`src/rtl/dq_pkg.sv`:
```
`default_nettype none

package dq_pkg;

    localparam int DQ_CAPACITY = 16;
    localparam int DQ_WORD_W   = 32;
    localparam int DQ_OCC_W    = 5;

    typedef enum logic [1:0] {
        ACT_PUSH_FRONT = 2'd0,
        ACT_PUSH_REAR  = 2'd1,
        ACT_POP_FRONT  = 2'd2,
        ACT_POP_REAR   = 2'd3
    } t_action;

    typedef enum logic [1:0] {
        ST_OK    = 2'd0,
        ST_FULL  = 2'd1,
        ST_EMPTY = 2'd2
    } t_status;

    typedef struct packed {
        t_action                       action;
        logic signed [DQ_WORD_W-1:0]   value;
    } t_in_item;

    typedef struct packed {
        t_status                       status;
        logic signed [DQ_WORD_W-1:0]   popped;
        logic [DQ_OCC_W-1:0]           occupancy;
    } t_out_item;

    // Per-cell command: shift toward the rear, shift toward the front, or load the pushed word.
    typedef struct packed {
        logic shift_r;
        logic shift_l;
        logic load;
    } t_cell_ctl;

endpackage

`default_nettype wire

```
`src/rtl/double_ended_queue.sv`:
```
`default_nettype none

// A request's result is registered and offered in the cycle after its transfer.
// Throughput: one request per cycle; the cell row shifts or loads in the same edge.
// The input stalls only while a finished result waits at a stalled output.
// Reset clears the word count and the output valid; the cell contents are not reset
// and hold no meaning until a push writes them.
module double_ended_queue #(
    parameter int CAPACITY = dq_pkg::DQ_CAPACITY
) (
    input  wire                    i_clk,
    input  wire                    i_rst_n,
    input  wire                    i_in_valid,
    output logic                   o_in_stall,
    input  wire dq_pkg::t_in_item  i_in_item,
    output logic                   o_out_valid,
    input  wire                    i_out_stall,
    output dq_pkg::t_out_item      o_out_item
);
    import dq_pkg::*;

    localparam int CW = $clog2(CAPACITY + 1);
    localparam int IW = $clog2(CAPACITY);

    logic [CW-1:0]               r_count;
    logic [CW-1:0]               n_count;
    logic                        r_out_valid;
    logic                        n_out_valid;
    t_out_item                   r_out_item;
    t_out_item                   n_out_item;

    logic                        accept;
    logic                        full;
    logic                        empty;
    logic                        is_push;
    logic                        push_ok;
    logic                        pop_ok;
    logic [IW-1:0]               rear_idx;
    logic signed [DQ_WORD_W-1:0] cell_data [CAPACITY];
    t_cell_ctl                   cell_ctl  [CAPACITY];

    assign o_in_stall = r_out_valid && i_out_stall;
    assign accept     = i_in_valid && !o_in_stall;
    assign full       = (r_count == CW'(CAPACITY));
    assign empty      = (r_count == '0);
    assign is_push    = (i_in_item.action == ACT_PUSH_FRONT) ||
                        (i_in_item.action == ACT_PUSH_REAR);
    assign push_ok    = accept && is_push && !full;
    assign pop_ok     = accept && !is_push && !empty;
    assign rear_idx   = IW'(r_count - CW'(1));

    for (genvar i = 0; i < CAPACITY; i++) begin : g_cell
        logic signed [DQ_WORD_W-1:0] left_data;
        logic signed [DQ_WORD_W-1:0] right_data;

        if (i == 0) begin : g_first
            assign left_data = i_in_item.value;
        end else begin : g_left
            assign left_data = cell_data[i-1];
        end

        if (i == CAPACITY - 1) begin : g_last
            assign right_data = cell_data[i];
        end else begin : g_right
            assign right_data = cell_data[i+1];
        end

        // The front word always sits in cell 0; a rear push lands in the first free cell.
        assign cell_ctl[i].shift_r = push_ok && (i_in_item.action == ACT_PUSH_FRONT);
        assign cell_ctl[i].shift_l = pop_ok && (i_in_item.action == ACT_POP_FRONT);
        assign cell_ctl[i].load    = push_ok && (i_in_item.action == ACT_PUSH_REAR) &&
                                     (r_count == CW'(i));

        dq_cell u_cell (
            .i_clk   (i_clk),
            .i_ctl   (cell_ctl[i]),
            .i_left  (left_data),
            .i_right (right_data),
            .i_value (i_in_item.value),
            .o_data  (cell_data[i])
        );
    end

    always_comb begin
        n_count     = r_count;
        n_out_valid = r_out_valid;
        n_out_item  = r_out_item;
        if (o_out_valid && !i_out_stall) begin
            n_out_valid = 1'b0;
        end
        if (accept) begin
            n_out_valid       = 1'b1;
            n_out_item.status = ST_OK;
            n_out_item.popped = '0;
            if (is_push) begin
                if (full) begin
                    n_out_item.status = ST_FULL;
                end else begin
                    n_count = r_count + CW'(1);
                end
            end else begin
                if (empty) begin
                    n_out_item.status = ST_EMPTY;
                end else begin
                    n_count = r_count - CW'(1);
                    if (i_in_item.action == ACT_POP_FRONT) begin
                        n_out_item.popped = cell_data[0];
                    end else begin
                        n_out_item.popped = cell_data[rear_idx];
                    end
                end
            end
            n_out_item.occupancy = DQ_OCC_W'(n_count);
        end
    end

    always_ff @(posedge i_clk) begin
        if (!i_rst_n) begin
            r_count     <= '0;
            r_out_valid <= 1'b0;
        end else begin
            r_count     <= n_count;
            r_out_valid <= n_out_valid;
        end
        r_out_item <= n_out_item;
    end

    assign o_out_valid = r_out_valid;
    assign o_out_item  = r_out_item;

endmodule

`default_nettype wire

```
`src/rtl/dq_cell.sv`:
```
`default_nettype none

module dq_cell (
    input  wire                                  i_clk,
    input  wire dq_pkg::t_cell_ctl               i_ctl,
    input  wire logic signed [dq_pkg::DQ_WORD_W-1:0] i_left,
    input  wire logic signed [dq_pkg::DQ_WORD_W-1:0] i_right,
    input  wire logic signed [dq_pkg::DQ_WORD_W-1:0] i_value,
    output logic signed [dq_pkg::DQ_WORD_W-1:0]      o_data
);
    import dq_pkg::*;

    logic signed [DQ_WORD_W-1:0] r_data;
    logic signed [DQ_WORD_W-1:0] n_data;

    always_comb begin
        n_data = r_data;
        if (i_ctl.shift_r) begin
            n_data = i_left;
        end else if (i_ctl.shift_l) begin
            n_data = i_right;
        end else if (i_ctl.load) begin
            n_data = i_value;
        end
    end

    always_ff @(posedge i_clk) begin
        r_data <= n_data;
    end

    assign o_data = r_data;

endmodule

`default_nettype wire
```
`config.mk`:
```
export PLATFORM = sky130hd
export DESIGN_NAME = double_ended_queue
export DESIGN_NICKNAME = d
export VERILOG_FILES = /design/src/rtl/dq_pkg.sv /design/src/rtl/double_ended_queue.sv /design/src/rtl/dq_cell.sv
export SDC_FILE = /design/constraint.sdc
export NUM_CORES = 1
export LEC_CHECK = 0
export ABC_AREA = 1
export BUFFER_PORTS_ARGS = -buffer_cell sky130_fd_sc_hd__buf_2
export CORE_MARGIN = 4
export CORE_UTILIZATION = 57
export CTS_CLUSTER_DIAMETER = 60
export CTS_CLUSTER_SIZE = 14
export DETAILED_ROUTE_END_ITERATION = 10
export MAX_ROUTING_LAYER = met4
export PLACE_DENSITY_LB_ADDON = 0.1
export SKIP_CTS_REPAIR_TIMING = 1
export SYNTH_ARGS = -nofsm -noshare
export SYNTH_HDL_FRONTEND = slang
export SYNTH_SLANG_ARGS = --single-unit
```
`constraint.sdc`:
```
create_clock -name i_clk -period 4.76 [get_ports i_clk]
set_clock_uncertainty 0.1 [all_clocks]
set_input_delay 0.238 -clock i_clk [delete_from_list [all_inputs] [get_ports i_clk]]
set_output_delay 0.238 -clock i_clk [all_outputs]
set_load 0.05 [all_outputs]
```
# == Yosys cells after proc, flatten, opt, wreduce, memory -nomap -nowiden ==
# Index checks and enable logic that the tools add are counted.
# classes
add_sub_neg,2
multipliers,0
n_div,0
n_lt_le_gt_ge,1
n_eq_ne,19
shift,0
n_mux,60
bitwise_logic,1
n_reduce_logical,53
# op_table
operator,count
$mux W32,51
$bmux W32 S4,1
$reduce_bool A3 Y1,15
$eq A5 B4 Y1 const B,8
$logic_and A1 B1 Y1,26
$eq A5 B3 Y1 const B,4
$mux W5,3
$eq A5 B2 Y1 const B,2
$add A5 B1 Y5 const B,1
$eq A5 B1 Y1 const B,1
$eq A5 B5 Y1 const B,1
$ge A5 B5 Y1 const B,1
$logic_not A1 Y1,5
$logic_not A5 Y1,1
$not A4 Y5,1
$sub A5 B1 Y5 const B,1
$mux W2,2
$reduce_bool A2 Y1,2
$mux W1,3
$eq A2 B1 Y1 const B,1
$eq A2 B2 Y1 const B,1
$logic_not A2 Y1,1
$ne A2 B1 Y1 const B,1
$reduce_and A2 Y1,1
other kinds (2),2
# word_totals
regBits,557
latchBits,0
ram_bits,0
mem_bits_ro,0
in_bits,38
out_inout_bits,41
word_cells,157
memories,0

# == Depth between registers and ports, before layout ==
# Gate-level depths: netlist of run 1.
# logic_depth
depth_word,10
ltp_mapped,16
depth_no_buf,11

# == Hierarchy ==
# A second synthesis of run 1 with hierarchy kept.
# unflattened
cells_unflattened,6158
area_unflattened_um2,40103.5
# by_module_without_submodules
mod,n_inst,cells_each,area_per_inst_um2,seq_area_each_um2
dq_cell,16,274,1974.4,960.9
double_ended_queue,1,1774,8513.2,1291.2

# == Worst setup path before layout of run 1 ==
# OpenSTA, ideal clock, no wires.
# synth_timing
kind,register -> register
startpoint,"register r_out_valid, in the netlist o_out_valid"
endpoint,register g_cell[10].u_cell.r_data[0] (enable)
setup_ps,466
t_arrival_ps,4409
required_time_ps,4194
path_slack_ps,-215
path_stages_with_launch,8
n_path_buf,0
synth_period_minus_slack_ps,4975
cell_sequence,dfxtp_1 > nand2_1 > nand2_1 > inv_1 > nand3_1 > inv_1 > nand3_1 > o21ai_0
# synth_via
elab_chain_cells,8
elab_cells_between_ends,12
cone_classes,reduce/logical (12)
# synth_rtl
item,line_no,source
start: declaration,double_ended_queue.sv:27,logic r_out_valid;
start signal: assignment,double_ended_queue.sv:123,r_out_valid <= n_out_valid;
$logic_and A1 B1 Y1 *,double_ended_queue.sv:42,assign o_in_stall = r_out_valid && i_out_stall;
$logic_not A1 Y1 *,double_ended_queue.sv:43,assign accept = i_in_valid && !o_in_stall;
$logic_and A1 B1 Y1 *,double_ended_queue.sv:43,
via accept,double_ended_queue.sv:32,logic accept;
$logic_and A1 B1 Y1 (2 in series),double_ended_queue.sv:48,assign push_ok = accept && is_push && !full;
$logic_and A1 B1 Y1 (2 in series),double_ended_queue.sv:71,assign cell_ctl[i].load = push_ok && (i_in_item.action == ACT_PUSH_REAR) &&
$reduce_bool A3 Y1 (no line) *,n/a,
end signal: assignment,dq_cell.sv:28,r_data <= n_data;
end: declaration,dq_cell.sv:13,logic signed [DQ_WORD_W-1:0] r_data;
# Mark *: on every way through the listed nets, which the timed path passes. The rest lies on a longest branch.
# A chain may end at the register's enable or synchronous reset.

# == Worst setup path after layout of run 1 ==
# layout_timing
startpoint,register r_count[3]
endpoint,register g_cell[8].u_cell.r_data[10] (enable)
# layout_via
elab_chain_cells,6
elab_cells_between_ends,12
cone_classes,eq/ne (2); reduce/logical (10)
# layout_rtl
item,line_no,source
start: declaration,double_ended_queue.sv:25,logic [CW-1:0] r_count;
start signal: assignment,double_ended_queue.sv:122,r_count <= n_count;
$eq A5 B5 Y1,double_ended_queue.sv:44,assign full = (r_count == CW'(CAPACITY));
$logic_not A1 Y1,double_ended_queue.sv:48,
$logic_and A1 B1 Y1,double_ended_queue.sv:48,
$logic_and A1 B1 Y1 (2 in series),double_ended_queue.sv:71,
$reduce_bool A3 Y1 (no line) *,n/a,
end signal: assignment,dq_cell.sv:28,
end: declaration,dq_cell.sv:13,
# Every way passes the cells marked *; elsewhere a longest branch is shown, timed or not.

==> metrics.txt, run 1 <==
status=finished, violations left; failing checks=negative hold slack; predominant post-synthesis flop cell=edfxtp_1; Syn Area/Cell=between 8 and 9 sq um; met1 usage in global routing=46.1%; Max-Cap Viols=0; most frequent cells in the layout=nand2_1, nand3_1, edfxtp_1, inv_1, o21ai_0; cts bufs inserted=50; CP delay by family, top=simple AND/OR/NAND/NOR gates; Critical Path Source Type=register; final core occ=62.3%; Initial Util=between 50% and 60%; Slew @ Worst Pin=between 1 and 1.5 ns; Chip Height=between 200 and 250 um; final hold slack=-0.00248 ns; core area=52400 sq um; Critical-path top delay cell=o21ai_4; flops & latches, synth=557; TritonCTS clock tree=built; # rows=84; async set-reset flop share out of synthesis=0%; commonest non-fill, non-tap cell in the layout=nand2_1; M3 GR Usage=approximately 5%; P&R area growth vs syn=8.31%; Worst VDD drop=about 0.29 mV; cell leakage power=between 0.01 and 0.015 uW; final WL=between 90 and 100 mm; Inserted Diodes=0; CP Data Required Time=around 5 ns; first-pass GRT wire length=141 mm; DRC violations left=0; Multi-input gate area=roughly 12000 sq um; Distinct cells, synth=25; endpoints failing hold=1; R2R setup slack=0.95 ns; Worst Path Arrival=roughly 4 ns; initial antenna violation count=0; Die X=~240 um; R2R Path Start=r_count[3]; FILL cells=4512; root buffer cell=clkbuf_16; Post-Syn Nets=between 3000 and 4000; Clock Tree Buf Depth=3; First-pass DRT Iterations=6; vias per cell=around 6; H-tree level count=2; number of clock sinks=~560; IO Pins=between 70 and 80; most frequent CP cell=nand3_1; power density over the cells=a little under 400 nW/um^2; dpl hpwl=roughly 50 mm; CP max FO=19; Yosys Warn Count=0; GR Util met2=48.8%; Critical path destination=g_cell[8].u_cell.o_data[10]; Clk pin slew, worst setup/hold paths=0.06 ns; Cell Chain, Critical Path=inv_2, nand2_2, nor2_1, nor2_2, nand3_1, inv_1, nand3_1, o21ai_4, buf_12; register area=16700 sq um; CP Class=register to register; Pwr Total=12700 uW; relative slew slack=between 10% and 20%; wire per inst=approximately 21 um; Die Footprint=approximately 57000 sq um; CP Capture Type=register; gpl congestion=slightly below 0.9; Final ANT Viol Nets=0; stages on the worst setup path=9; Reg2Reg Depth=9; input/output buffers=78; vias in the first global route=~25000; RSZ-0062 raised after global routing=false; fin crit share=80.1%; GRT Total Usage=32.5%; Seq/Total Area, Yosys=55.2%; fin. max-slew vios=0; Worst R2R End=g_cell[8].u_cell.o_data[10]; Hold Path Cell Cnt=5; FMAX=roughly 260 MHz; min-delay worst type=input pin to register; largest net degree at the start of global routing=about 210; drt first-iter violations=3539; Crit. Startpoint=r_count[3]; Syn Std Cell Area=about 30000 sq um; via count=between 20000 and 30000; minimum clock period=3.81 ns; final setup violation count=0; Post-synth EDFFs=about 550; CP bufs+invs=3; Nets=around 3600; total congestion overflow=0; layout cells sized above 1=just under 7%; Syn Inst Count=about 3600; worst skew pair latency=just over 0.6 ns; grt peak-use layer=met2; max incr delay on CP=approximately 0.91 ns
==> cell usage after synthesis (6+ instances only) <==
master / instances / area (sq um)
buf_1: 11 / 41.3
nand3_2: 20 / 200
nor2_1: 49 / 184
buf_4: 26 / 195
buf_2: 128 / 641
a21oi_1: 19 / 95.1
nand2_1: 1574 / 5910
inv_2: 7 / 26.3
nand3_1: 799 / 4000
clkbuf_1: 94 / 353
o21ai_0: 109 / 546
buf_6: 8 / 90.1
dfxtp_1: 6 / 120
edfxtp_1: 551 / 16500
ha_1: 6 / 75.1
o211ai_1: 74 / 556
inv_1: 137 / 514
==> metrics by stage <==
step	instances	area [sq um]	hold slack [ns]	setup slack [ns]	setup TNS, ns
3_5_place_dp	4175	30900	0.429	0.994	0
3_3_place_gp	4175	30900	0.443	1.07	0
6_report	4286	32700	-0.00248	0.945	0
4_1_cts	4251	32300	-0.165	0.987	0
2_1_floorplan	3632	30200	0.322	-0.215	-67.60
5_1_grt	4286	32700	0.0429	0.803	0
==> power breakdown <==
group          leakage, uW  switching, uW  internal (uW)
clock network     0.000706           1850           2010
logic              0.00694           2020            724
registers          0.00520            230           5910
==> metal layers <==
metal / wire [um] / part of all wire, %
met5: 0 / 0
met3: 9800 / 11
met1: 37500 / 41
met2: 41700 / 45
met4: 2940 / 3.2
==> registers in the layout, indices dropped and copies added (netlist names) <==
register and flops:
g_cell.u_cell.o_data 512, o_out_item 39, r_count 5, o_out_valid 1
==> worst register-to-register path, delay by kind of cell, from the launching register on <==
kind | cells | cell delay, ns
compound gates | 1 | 0.91
buf+inv | 3 | 0.69
simple gates | 5 | 1.26
flops | 1 | 0.54
==> worst min-delay path by stage <==
stage	slack (ns)	start	to
floorplan	0.32	i_out_stall	o_out_valid
global placement	0.44	o_out_valid	o_out_valid
detailed placement	0.43	o_out_valid	o_out_valid
CTS	-0.16	i_in_item[10]	g_cell[15].u_cell.o_data[10]
global route	0.04	i_rst_n	r_count[3]
finish	-0.002	i_rst_n	r_count[3]
==> cell families after synthesis <==
logic type	after synthesis	share of synthesized area, %
AND/OR/NAND/NOR	2448	34.2
flip-flops	557	55.2
buffers and inverters	412	6.18
AO/OA/AOI/OAI	207	4.08
adder cells (fa/ha/maj)	6	0.249
XOR/XNOR	2	0.0580
==> layout make-up <==
type / count / share of cell area, %
tap: 688 / 2.63
inverter: 144 / 1.73
multi-input combinational: 2663 / 36.4
timing repair buffer: 158 / 3.80
clock inverter: 16 / 0.402
clock buffer: 60 / 4.01
sequential: 557 / 51.0
(Power assumes the default switching activity.)
==> inputs of run 2 (changes only) <==
--- a/config.mk
+++ b/config.mk
@@ -8,7 +8,7 @@
 export ABC_AREA = 1
 export BUFFER_PORTS_ARGS = -buffer_cell sky130_fd_sc_hd__buf_2
 export CORE_MARGIN = 4
-export CORE_UTILIZATION = 57
+export CORE_UTILIZATION = 63
 export CTS_CLUSTER_DIAMETER = 60
 export CTS_CLUSTER_SIZE = 14
 export DETAILED_ROUTE_END_ITERATION = 10
==> constraint.sdc (replaced) <==
create_clock -name i_clk -period 3.7 [get_ports i_clk]
set_clock_uncertainty 0.1 [all_clocks]
set_input_delay 0.185 -clock i_clk [delete_from_list [all_inputs] [get_ports i_clk]]
set_output_delay 0.185 -clock i_clk [all_outputs]
set_load 0.05 [all_outputs]
==> metrics.txt, run 2 (synthesized netlist as in run 1, its figures left out) <==
status=finished, violations left; failing checks=negative hold slack; cell leakage power=approximately 0.013 uW; DRC violations left=0; Initial Util=between 60% and 70%; initial antenna violation count=0; fin. max-slew vios=0; Hold EP=r_count[3]; Final Worst Setup Slack=about 0.44 ns; M3 GR Usage=6.90%; relative slew slack=a little under an eighth; core area=roughly 47000 sq um; cts bufs inserted=48; post-route cell area=32700 sq um; Max-Cap Viols=0; total congestion overflow=0; CP max FO=29; Worst VDD drop=~0.44 mV; CP Class=register to register; Worst Path Arrival=3.44 ns; Inst Count DP=slightly above 4000; GR Util met2=53.0%; Die X=around 230 um; Placed Instance Area=31000 sq um; worst hold start=i_rst_n; Pwr Total=about 16000 uW; final WL=about 90 mm; Final ANT Viol Nets=0; Chip Height=about 230 um; CP Data Required Time=between 3 and 4 ns; largest net degree at the start of global routing=around 240; Worst R2R End=g_cell[0].u_cell.o_data[13]; worst skew pair latency=0.60 ns; Clock Tree Buf Depth=3; # rows=79; IO Pins=79; Inserted Diodes=0; Nets=3627; dpl hpwl=about 46 mm; fin crit share=roughly nine tenths; final non-filler cell total=between 4000 and 5000; grt peak-use layer=met2; final setup violation count=0; most frequent cells in the layout=nand2_1, nand3_1, edfxtp_1, inv_1, o21ai_0; CP Capture Type=register; Critical Path Source Type=register; P&R area growth vs syn=8.33%; via count=approximately 27000; met1 usage in global routing=between 40% and 50%; minimum clock period=approximately 3.3 ns; Die Footprint=51500 sq um; H-tree level count=2; final hold slack=-0.0483 ns; input/output buffers=slightly below 80; FMAX=a little over 300 MHz; R2R setup slack=approximately 0.44 ns; Reg2Reg Depth=11; min-delay worst type=input pin to register; root buffer cell=clkbuf_16; Setup Slack @ Placement=0.497 ns; max reg flops=about 510; R2R Path Start=r_count[1]; commonest non-fill, non-tap cell in the layout=nand2_1; First-pass DRT Iterations=6; power density over the cells=498 nW/um^2; vias in the first global route=25200; TritonCTS clock tree=built; drt first-iter violations=around 4000; Slew @ Worst Pin=~1.3 ns; GRT Total Usage=between 30% and 40%; RSZ-0062 raised after global routing=false; number of clock sinks=about 560; Clk pin slew, worst setup/hold paths=~0.060 ns; gpl congestion=0.889; Hold Path Cell Cnt=5; endpoints failing hold=2; vias per cell=6.33; final core occ=a little over two thirds; first-pass GRT wire length=roughly 140 mm; layout cells sized above 1=6.91%; wire per inst=~21 um
-- run 2: cell types whose count changed in the layout (fill, tap and decap cells not counted), moves of 2 or more --
cell | previous run | this run
clkbuf_16 | 51 | 49
clkinv_4 | 4 | 1
clkinv_2 | 5 | 3
buf_12 | 13 | 20
nand2_2 | 4 | 6
buf_4 | 32 | 36
clkbuf_1 | 9 | 12
nand2_4 | 2 | 0
inv_6 | 3 | 1
-- run 2: power breakdown --
group / leakage, uW / internal, uW / switching (uW)
sequential: 0.00520 / 7600 / 302
combinational: 0.00702 / 977 / 2580
clock: 0.000679 / 2560 / 2270
total: 0.0129 / 11100 / 5150
-- run 2: metrics by stage --
step	setup TNS (ns)	hold slack, ns
final	0	-0.0483
after detailed placement	0	0.395
after global routing	0	0.0114
after floorplan	-196.73	0.269
after CTS	0	-0.225
after global placement	0	0.387
-- run 2: worst max-delay path, cell delays in order (launching register included) --
cell	delay (ns)
dfxtp_1	0.40
inv_1	0.15
ha_4	0.20
nand2_1	0.26
nor2_1	0.12
nor2_2	0.26
nand2_8	0.10
inv_8	0.18
nor2_2	0.05
buf_4	0.26
o21ai_4	0.44
buf_4	0.40
-- run 2: final cells by class --
cell class                      instances  area [sq um]
Clock buffer                           62          1280
Clock inverter                         10           104
Fill cell                            3697         14300
Inverter                              144           566
Multi-Input combinational cell       2663         11900
Sequential cell                       557         16700
Tap cell                              607           759
Timing Repair Buffer                  169          1410
-- run 2: layer usage --
layer  share of wire [%]  wire length, um
met5                   0                0
met4                 3.4             3050
met3                  14            12300
met2                  45            40400
met1                  38            34200
-- run 2: worst max path at each step --
stage	startpoint	end	slack, ns	cells past startpoint
after CTS	r_count[1]	g_cell[0].u_cell.o_data[11]	0.49	11
final	r_count[1]	g_cell[0].u_cell.o_data[13]	0.44	11
after global placement	r_count[1]	g_cell[0].u_cell.o_data[13]	0.54	11
after detailed placement	r_count[1]	g_cell[0].u_cell.o_data[13]	0.50	11
after global routing	r_count[1]	g_cell[0].u_cell.o_data[11]	0.31	11
after floorplan	o_out_valid	g_cell[11].u_cell.o_data[0]	-0.51	7
